<file path="src/rtl/rbba_pkg.sv">
// ----------------------------------------------------------------------------
// rbba_pkg
// Shared widths, defaults and codes for the ring buffer block allocator.
// ----------------------------------------------------------------------------
package rbba_pkg;

  localparam int SIZE_W = 21;

  localparam int DEFAULT_MAX_BLOCKS = 32;
  localparam int DEFAULT_ADDR_BITS  = 20;
  localparam int DEFAULT_TAG_BITS   = 32;

  typedef enum logic [1:0] {
    KIND_EVICT  = 2'd0,
    KIND_GRANT  = 2'd1,
    KIND_REJECT = 2'd2
  } kind_t;

  typedef enum logic [1:0] {
    ST_IDLE,
    ST_READ,
    ST_CHECK
  } st_t;

endpackage

</file>
<file path="src/rtl/ring_buffer_block_allocator_core.sv">
// ----------------------------------------------------------------------------
// ring_buffer_block_allocator_core
// Circular byte region allocator keeping live blocks as a FIFO of records;
// oldest blocks are evicted until the free gap holds the request and a record slot is free.
// ----------------------------------------------------------------------------
// A request is taken when start is high and busy is low. An oversized request
// gives one reject result in the next cycle. Otherwise each gap check needs
// a registered read of the oldest record from the record memory read port
// followed by one shared subtract-and-compare, and each evicted block is
// followed by a fresh read of the new head. Results appear on the result
// ports for exactly one cycle marked by result_valid and cannot be held off;
// last_of_run marks the final result of a request. capacity is written only
// while no block is live.
module ring_buffer_block_allocator_core #(
  parameter int MAX_BLOCKS = rbba_pkg::DEFAULT_MAX_BLOCKS,
  parameter int ADDR_BITS  = rbba_pkg::DEFAULT_ADDR_BITS,
  parameter int TAG_BITS   = rbba_pkg::DEFAULT_TAG_BITS
) (
  input  logic                       clk,
  input  logic                       rst,
  input  logic                       start,
  output logic                       busy,
  input  logic [rbba_pkg::SIZE_W-1:0] req_size,
  input  logic [TAG_BITS-1:0]        req_tag,
  input  logic                       capacity_we,
  input  logic [rbba_pkg::SIZE_W-1:0] capacity_wdata,
  output logic                       result_valid,
  output logic [1:0]                 kind,
  output logic [TAG_BITS-1:0]        tag,
  output logic [ADDR_BITS-1:0]       offset,
  output logic                       last_of_run
);

  localparam int SW    = rbba_pkg::SIZE_W;
  localparam int IDX_W = $clog2(MAX_BLOCKS);
  localparam int CNT_W = $clog2(MAX_BLOCKS + 1);
  localparam logic [63:0] ADDR_LIMIT = 64'(1) << ADDR_BITS;

  rbba_pkg::st_t state, state_next;

  logic [IDX_W-1:0] head, head_next;
  logic [CNT_W-1:0] count, count_next;
  logic [SW-1:0]    capacity;
  logic [SW-1:0]    size_q;
  logic [TAG_BITS-1:0] tag_q;
  logic [SW-1:0]    tail_end, tail_end_next;
  logic             capture;

  logic [TAG_BITS-1:0] mem_tag [MAX_BLOCKS];
  logic [SW-1:0]       mem_begin [MAX_BLOCKS];
  logic [TAG_BITS-1:0] rd_tag;
  logic [SW-1:0]       rd_begin;
  logic                mem_we;
  logic [IDX_W-1:0]    slot;
  logic [IDX_W:0]      slot_sum;

  logic [SW-1:0] gap_begin, gap_end;
  logic          fit;
  logic [SW-1:0] cap_sat;

  logic                res_valid_next;
  rbba_pkg::kind_t     res_kind_next;
  logic [TAG_BITS-1:0] res_tag_next;
  logic [ADDR_BITS-1:0] res_off_next;
  logic                res_last_next;

  assign busy = rst || (state != rbba_pkg::ST_IDLE);

  assign cap_sat = (64'(capacity_wdata) > ADDR_LIMIT) ? SW'(ADDR_LIMIT) : capacity_wdata;

  assign slot_sum = (IDX_W + 1)'(head) + (IDX_W + 1)'(count);
  assign slot = (slot_sum >= (IDX_W + 1)'(MAX_BLOCKS)) ?
                IDX_W'(slot_sum - (IDX_W + 1)'(MAX_BLOCKS)) : IDX_W'(slot_sum);

  always_comb begin
    if (count == '0) begin
      gap_begin = '0;
      gap_end   = capacity;
    end else if (rd_begin > tail_end) begin
      gap_begin = tail_end;
      gap_end   = rd_begin;
    end else if (rd_begin != '0) begin
      gap_begin = '0;
      gap_end   = rd_begin;
    end else begin
      gap_begin = tail_end;
      gap_end   = capacity;
    end
    fit = (gap_end - gap_begin) >= size_q;
  end

  always_comb begin
    state_next     = state;
    head_next      = head;
    count_next     = count;
    tail_end_next  = tail_end;
    capture        = 1'b0;
    mem_we         = 1'b0;
    res_valid_next = 1'b0;
    res_kind_next  = rbba_pkg::KIND_EVICT;
    res_tag_next   = rd_tag;
    res_off_next   = '0;
    res_last_next  = 1'b0;
    case (state)
      rbba_pkg::ST_IDLE: begin
        if (start) begin
          capture = 1'b1;
          if (req_size > capacity) begin
            res_valid_next = 1'b1;
            res_kind_next  = rbba_pkg::KIND_REJECT;
            res_tag_next   = req_tag;
            res_last_next  = 1'b1;
          end else begin
            state_next = rbba_pkg::ST_READ;
          end
        end
      end
      rbba_pkg::ST_READ: begin
        state_next = rbba_pkg::ST_CHECK;
      end
      rbba_pkg::ST_CHECK: begin
        if ((count == CNT_W'(MAX_BLOCKS)) || !fit) begin
          // drop the oldest block and re-read the new head
          res_valid_next = 1'b1;
          res_kind_next  = rbba_pkg::KIND_EVICT;
          res_tag_next   = rd_tag;
          head_next      = (head == IDX_W'(MAX_BLOCKS - 1)) ? '0 : head + IDX_W'(1);
          count_next     = count - CNT_W'(1);
          state_next     = rbba_pkg::ST_READ;
        end else begin
          mem_we         = 1'b1;
          tail_end_next  = gap_begin + size_q;
          count_next     = count + CNT_W'(1);
          res_valid_next = 1'b1;
          res_kind_next  = rbba_pkg::KIND_GRANT;
          res_tag_next   = tag_q;
          res_off_next   = ADDR_BITS'(gap_begin);
          res_last_next  = 1'b1;
          state_next     = rbba_pkg::ST_IDLE;
        end
      end
      default: begin
        state_next = rbba_pkg::ST_IDLE;
      end
    endcase
  end

  always_ff @(posedge clk) begin
    if (rst) begin
      state        <= rbba_pkg::ST_IDLE;
      head         <= '0;
      count        <= '0;
      capacity     <= '0;
      result_valid <= 1'b0;
    end else begin
      state        <= state_next;
      head         <= head_next;
      count        <= count_next;
      result_valid <= res_valid_next;
      if (capacity_we && (count == '0)) begin
        capacity <= cap_sat;
      end
    end
  end

  always_ff @(posedge clk) begin
    if (capture) begin
      size_q <= req_size;
      tag_q  <= req_tag;
    end
    tail_end    <= tail_end_next;
    kind        <= res_kind_next;
    tag         <= res_tag_next;
    offset      <= res_off_next;
    last_of_run <= res_last_next;
  end

  always_ff @(posedge clk) begin
    if (mem_we) begin
      mem_tag[slot]   <= tag_q;
      mem_begin[slot] <= gap_begin;
    end
    rd_tag   <= mem_tag[head];
    rd_begin <= mem_begin[head];
  end

  a_last_ends_run: assert property (@(posedge clk) disable iff (rst)
    result_valid && last_of_run |-> !busy)
    else $error("final result while request still running");

  a_evict_continues: assert property (@(posedge clk) disable iff (rst)
    result_valid && (kind == rbba_pkg::KIND_EVICT) |-> busy && !last_of_run)
    else $error("eviction did not continue the request");

  a_count_bound: assert property (@(posedge clk) disable iff (rst)
    count <= CNT_W'(MAX_BLOCKS))
    else $error("block count above ring depth");

  a_accept_progress: assert property (@(posedge clk) disable iff (rst)
    start && !busy |=> busy || (result_valid && (kind == rbba_pkg::KIND_REJECT)))
    else $error("accepted request neither started nor rejected");

endmodule
</file>
<file path="config.mk">
export PLATFORM = sky130hd
export DESIGN_NAME = ring_buffer_block_allocator_core
export DESIGN_NICKNAME = d
export VERILOG_FILES = /design/src/rtl/rbba_pkg.sv /design/src/rtl/ring_buffer_block_allocator_core.sv
export SDC_FILE = /design/constraint.sdc
export NUM_CORES = 2
export LEC_CHECK = 0
export BUFFER_PORTS_ARGS = -buffer_cell sky130_fd_sc_hd__buf_2
export CAP_MARGIN = 20
export CORE_MARGIN = 3
export CORE_UTILIZATION = 45
export DETAILED_ROUTE_END_ITERATION = 7
export SLEW_MARGIN = 15
export SYNTH_ARGS = -nofsm -noshare
export SYNTH_HDL_FRONTEND = slang
export SYNTH_SLANG_ARGS = --single-unit
</file>
<file path="constraint.sdc">
create_clock -name clk -period 19.3 [get_ports clk]
set_clock_uncertainty 0.05 [all_clocks]
set_input_delay 4.825 -clock clk [delete_from_list [all_inputs] [get_ports clk]]
set_output_delay 4.825 -clock clk [all_outputs]
set_load 0.05 [all_outputs]
</file>
Yosys cells after proc, flatten, opt, wreduce, memory -nomap -nowiden
Memories as Yosys holds them, arrays and structs flattened. A register that Yosys moved wholly into a read port is not among the register bits.
Index checks and enable logic that the tools add are counted.
Widths: inputs -> output; s select.

storage, ports and cells
  flip-flop bits (word level) = 164
  bits of input ports = 78
  logic and storage cells = 78
  RAM bits = 1696
  memories = 2

operators by class
  equal/unequal tests = 6
  mux-type cells = 32
  order comparisons = 5
  reduce and logical (&&, ||, !) cells = 12
  add/sub/neg operators = 7
  bitwise logic cells = 2

memory list
  memory     depth  width  rd ports  clocked after Yosys merged registers in  wr ports  RTL line                                source
  mem_tag    32     32     1         1                                        1         ring_buffer_block_allocator_core.sv:49  logic [TAG_BITS-1:0] mem_tag [MAX_BLOCKS];
  mem_begin  32     21     1         1                                        1         ring_buffer_block_allocator_core.sv:50  logic [SW-1:0] mem_begin [MAX_BLOCKS];

operator list
  operator              count
  $mux 21               7
  $mux 32               3
  $pmux 32 s2           1
  $gt 21x21->1          2
  $add 21x21->21        1
  $ge 21x21->1          1
  $gt 21x21->1 const B  1
  $reduce_bool 21->1    1
  $sub 21x21->21        1
  $mux 1                10
  $mux 5                2
  $mux 2                4
  $add 5x6->6           1
  $add 6x1->6 const B   1
  $eq 6x6->1 const B    1
  $ge 6x6->1 const B    1
  $logic_not 6->1       1
  $mux 6                1
  $pmux 2 s3            1
  $reduce_and 2->1      3
  $sub 6x1->6 const B   1
  $add 5x1->5 const B   1
  $eq 5x5->1 const B    1
  $sub 5x1->5 const B   1
  other kinds (12)      16

Depth between registers and ports, before layout
  depth after elaboration = 12
  gate-level depth with buffers = 37
  mapped depth without buffers = 34

Worst setup path after synthesis
No wires, ideal clock.

  path type = flip-flop to flip-flop
  from = reg tail_end[20]
  to = mem mem_begin[0][0] (netlist name) (enable)
  data required time = 18.655 ns
  cell stages (with the launch flop) = 29
  buffers on the path = 2
  arrival = 10.464 ns
  path slack = 8.191 ns
  path through = edfxtp_1 -> inv_1 -> ha_1 -> nand3_1 -> nor4_1 -> inv_1 -> a211oi_1 -> o21ai_1 -> a21oi_1 -> buf_2 -> and2_1 -> ha_1 -> inv_1 -> fa_1 -> a21oi_1 -> o21a_1 -> a211o_1 -> nand2_1 -> o41a_1 -> a21oi_1 -> o21ai_0 -> xnor2_1 -> ha_1 -> nand4_1 -> a22oi_1 -> o21a_1 -> buf_6 -> nand2_8 -> nor4_1

on the way
  word-level cells in the longest chain between the ends = 11

RTL lines
  element                       RTL line                                 source
  start, declared               ring_buffer_block_allocator_core.sv:46   logic [SW-1:0] tail_end, tail_end_next;
  start signal, assigned        ring_buffer_block_allocator_core.sv:171  tail_end <= tail_end_next;
  $gt 21x21->1                  ring_buffer_block_allocator_core.sv:79   end else if (rd_begin > tail_end) begin
  $mux 21                       ring_buffer_block_allocator_core.sv:79
  $mux 21                       ring_buffer_block_allocator_core.sv:76   if (count == '0) begin
  via gap_begin[0]              ring_buffer_block_allocator_core.sv:57   logic [SW-1:0] gap_begin, gap_end;
  $sub 21x21->21                ring_buffer_block_allocator_core.sv:89   fit = (gap_end - gap_begin) >= size_q;
  $ge 21x21->1                  ring_buffer_block_allocator_core.sv:89
  $logic_not 1->1               ring_buffer_block_allocator_core.sv:122  if ((count == CNT_W'(MAX_BLOCKS)) || !fit) begin
  $logic_or 1x1->1              ring_buffer_block_allocator_core.sv:122
  $mux 1                        ring_buffer_block_allocator_core.sv:122
  $mux 1                        ring_buffer_block_allocator_core.sv:104  case (state)
  $mux 1                        ring_buffer_block_allocator_core.sv:179  if (mem_we) begin
  $mux 1 (implied by the code)  ring_buffer_block_allocator_core.sv:181  mem_begin[slot] <= gap_begin;
  end, declared                 ring_buffer_block_allocator_core.sv:50

The timed path passes the listed nets, and every way through them passes these cells.

Worst setup path in the final report
  from = in rst
  to = out busy

on the way
  word-level cells in the longest chain between the ends = 1

RTL lines
  element           RTL line                                source
  start, declared   ring_buffer_block_allocator_core.sv:20  input logic rst,
  $logic_or 1x1->1  ring_buffer_block_allocator_core.sv:67  assign busy = rst || (state != rbba_pkg::ST_IDLE);
  end, declared     ring_buffer_block_allocator_core.sv:22  output logic busy,

Every way passes these cells.

==> metrics.csv <==
metric,value,unit
synth-edff-count,1770,
finalCritPeriodShare,55.8,%
grt_first_pass_wirelength,256000,um
cts.htree.levels,4,
worst_setup_path_endpoint,busy,
r2r-start,rd_begin[13],
setup.reg_to_reg.worst_slack,8610,ps
postSynth.topFlopCell,edfxtp_1,
ys_ff_latch,1913,
power-per-cell-area,139,mW/mm2
globalplace.congestion,0.820,
cts_hold_buf,0,
final_cell_count_no_fill,6108,
grt_use_total,20.8,%
slew-limit-headroom,26.5,%
worst_slew_pin_slew,1100,ps
clk_pin_slew,60,ps
syn2layout_area_growth,13.7,%
final.setup.tns,0,ps
numClockSinks,1913,
port_buffers,134,
timing.final.setup_violations,0,
post_cts_buffers,0,
first_global_vias,35812,
timing.critical_path.required,14430,ps
reg2reg_depth,29,
cells_after_synth,3480,
antenna_found_initial,5,
syn_area,0.0748,mm2
end_kind,primary output,
grt_max_degree,134,
num_vias,35646,
dieWidth,414,um
ir_drop,0.136,mV
drtPass1Iterations,5,
cts_inserted_buffers,190,
number_of_violations_of_the_max_capacitance_limit,0,
syn_area_per_cell,21.5,um2
hold-worst-slack,405,ps
drt-total-wl,176000,um
drt_iter0_markers,3644,
coreArea,0.165,mm2
final_layout_size_suffix_gt1_share,29.3,%
vias_per_cell,5.84,
fp.dieH,414,um
row_count,149,
layout.core_utilization,51.5,%
synth.yosys.seq_area_share,74.9,%
setup.worst_path.start,rst,
detailed_place.area,0.0785,mm2
final_net_count,3946,
worst_hold_path.num_cells,1,
synth_nets,3675,
area_of_the_die,0.171,mm2
boundaryPins,135,
arrival_time_at_the_worst_endpoint,5890,ps
fin_hold_viols,0,
initial_utilization,45.3,%
post_route_drc_violation_count,0,
postCtsResizedCells,0,
routed_wire_length_per_instance,28.8,um
ant_nets,0,
cts_tree,yes,
holdCritPathClass,register to register,
count_of_unique_library_cells_instantiated_by_yosys,65,
rsz0062_at_grt,no,
post-dp-hpwl,94800,um
p_leak,27.2,nW
clkLatencyLatePin,810,ps
timing_worst_setup_path_type,input pin to primary output,
final.min_clock_period,10770,ps
status,"finished, final reports clean",
clk_path_buf_depth,3,
placed_cells,5719,
max_freq,0.0929,GHz
post-route-cell-area,0.0851,mm2
worst_setup_path_start_kind,input pin,
timing_max_transition_violations_final,0,
terminus_of_the_critical_flop_to_flop_path,mem_tag[3][4],
ys_warn_count,0,
postSynth.asyncResetShare,0,%
clock-root-buffer,clkbuf_16,
overflow,0,
cp_max_fo,37,
==> layer usage <==
metal / wire, um / vias to the layer above / track usage (%)
met2: 83600 / 1185 / 32.4
met3: 12500 / 192 / 4.27
met1: 76900 / 19196 / 30.8
met4: 2900 / 0 / 4.40
met5: 0 / - / 0
li1: - / 15073 / -
==> critical path: stages <==
cell and delay, ps:
buf_2 610, or3_1 200, buf_2 260
==> how the worst min path moves through the flow <==
stage                from       to  slack, ps
2_1_floorplan   rd_tag[0]   tag[0]        380
3_3_place_gp   rd_tag[18]  tag[18]        400
3_5_place_dp   rd_tag[18]  tag[18]        390
4_1_cts        rd_tag[18]  tag[18]        410
5_1_grt        rd_tag[21]  tag[21]        420
6_report       rd_tag[18]  tag[18]        400
==> cell type report <==
class | instances | area, um2
Sequential cell | 1913 | 56000
Antenna cell | 3 | 7.51
Inverter | 100 | 378
Timing Repair Buffer | 238 | 1860
Clock buffer | 253 | 5120
Tap cell | 2189 | 2740
Fill cell | 12995 | 80100
Clock inverter | 104 | 962
Multi-Input combinational cell | 1308 | 18000
==> Yosys cell counts (32+ instances only) <==
library cell	count	share of area (%)
a21o_1	32	0.32
a21oi_1	59	0.39
a221o_1	32	0.43
buf_2	52	0.35
clkbuf_1	84	0.42
dfxtp_1	143	3.8
edfxtp_1	1770	71
ha_1	113	1.9
inv_1	97	0.49
mux2_2	53	0.80
mux4_2	530	16
nand2_1	79	0.40
nor2_1	74	0.37
xnor2_1	34	0.40
==> kinds of logic (layout without fill, tap and decap cells) <==
kind of cell | count (synthesis) | in the layout | synth area share (%)
compound gates | 238 | 238 | 2.19
xor+xnor | 45 | 45 | 0.527
fa+ha+maj | 117 | 117 | 2.00
buf+inv | 259 | 695 | 1.45
flops | 1913 | 1913 | 74.9
mux | 586 | 586 | 16.8
other cells | 0 | 3 | 0
simple gates | 322 | 322 | 2.19
==> state kept, by name, summed over array words and instances (netlist names) <==
| register | cells |
|---|---|
| mem_tag | 1024 |
| result_valid | 1 |
| state | 2 |
| size_q | 21 |
| offset | 20 |
| count | 6 |
| mem_begin | 672 |
| tag_q | 32 |
| tail_end | 21 |
| rd_tag | 32 |
| tag | 32 |
| last_of_run | 1 |
| capacity | 21 |
| kind | 2 |
| rd_begin | 21 |
| head | 5 |
==> power breakdown <==
group / switching, mW / internal [mW] / total (mW)
Combinational: 1.78 / 1.41 / 3.18
Clock: 1.55 / 2.03 / 3.58
Sequential: 0.185 / 4.92 / 5.11
==> stage by stage <==
stage / setup slack [ps] / total power, mW
floorplan: 8190 / 7.51
global placement: 8080 / 8.32
detailed placement: 7990 / 8.34
CTS: 7950 / 11.9
global route: 7950 / 12.5
finish: 8530 / 11.9
==> cell usage in the layout, fill, tap and decap left out, types with 12 or more instances in the layout <==
cell	netlist	layout
nand3_1	18	18
a22oi_1	21	21
clkinv_2	0	36
buf_8	0	18
nor4_1	20	12
dfxtp_1	143	138
xnor2_1	34	34
clkinv_1	0	37
and3_1	26	26
clkbuf_1	84	52
o21ai_1	24	24
and2_1	30	30
a21o_1	32	32
edfxtp_1	1770	1770
inv_1	97	96
buf_2	52	135
buf_4	0	68
ha_1	113	113
mux4_2	530	530
a221o_1	32	32
nand2_1	79	79
nor3_1	13	13
nor2_1	74	50
o21ai_0	20	20
nor2_4	0	24
nand4_1	13	13
mux2_2	53	53
nor2b_1	12	12
a21oi_1	59	57
clkbuf_16	0	194
Note: power is estimated with default switching activity, not from simulation.
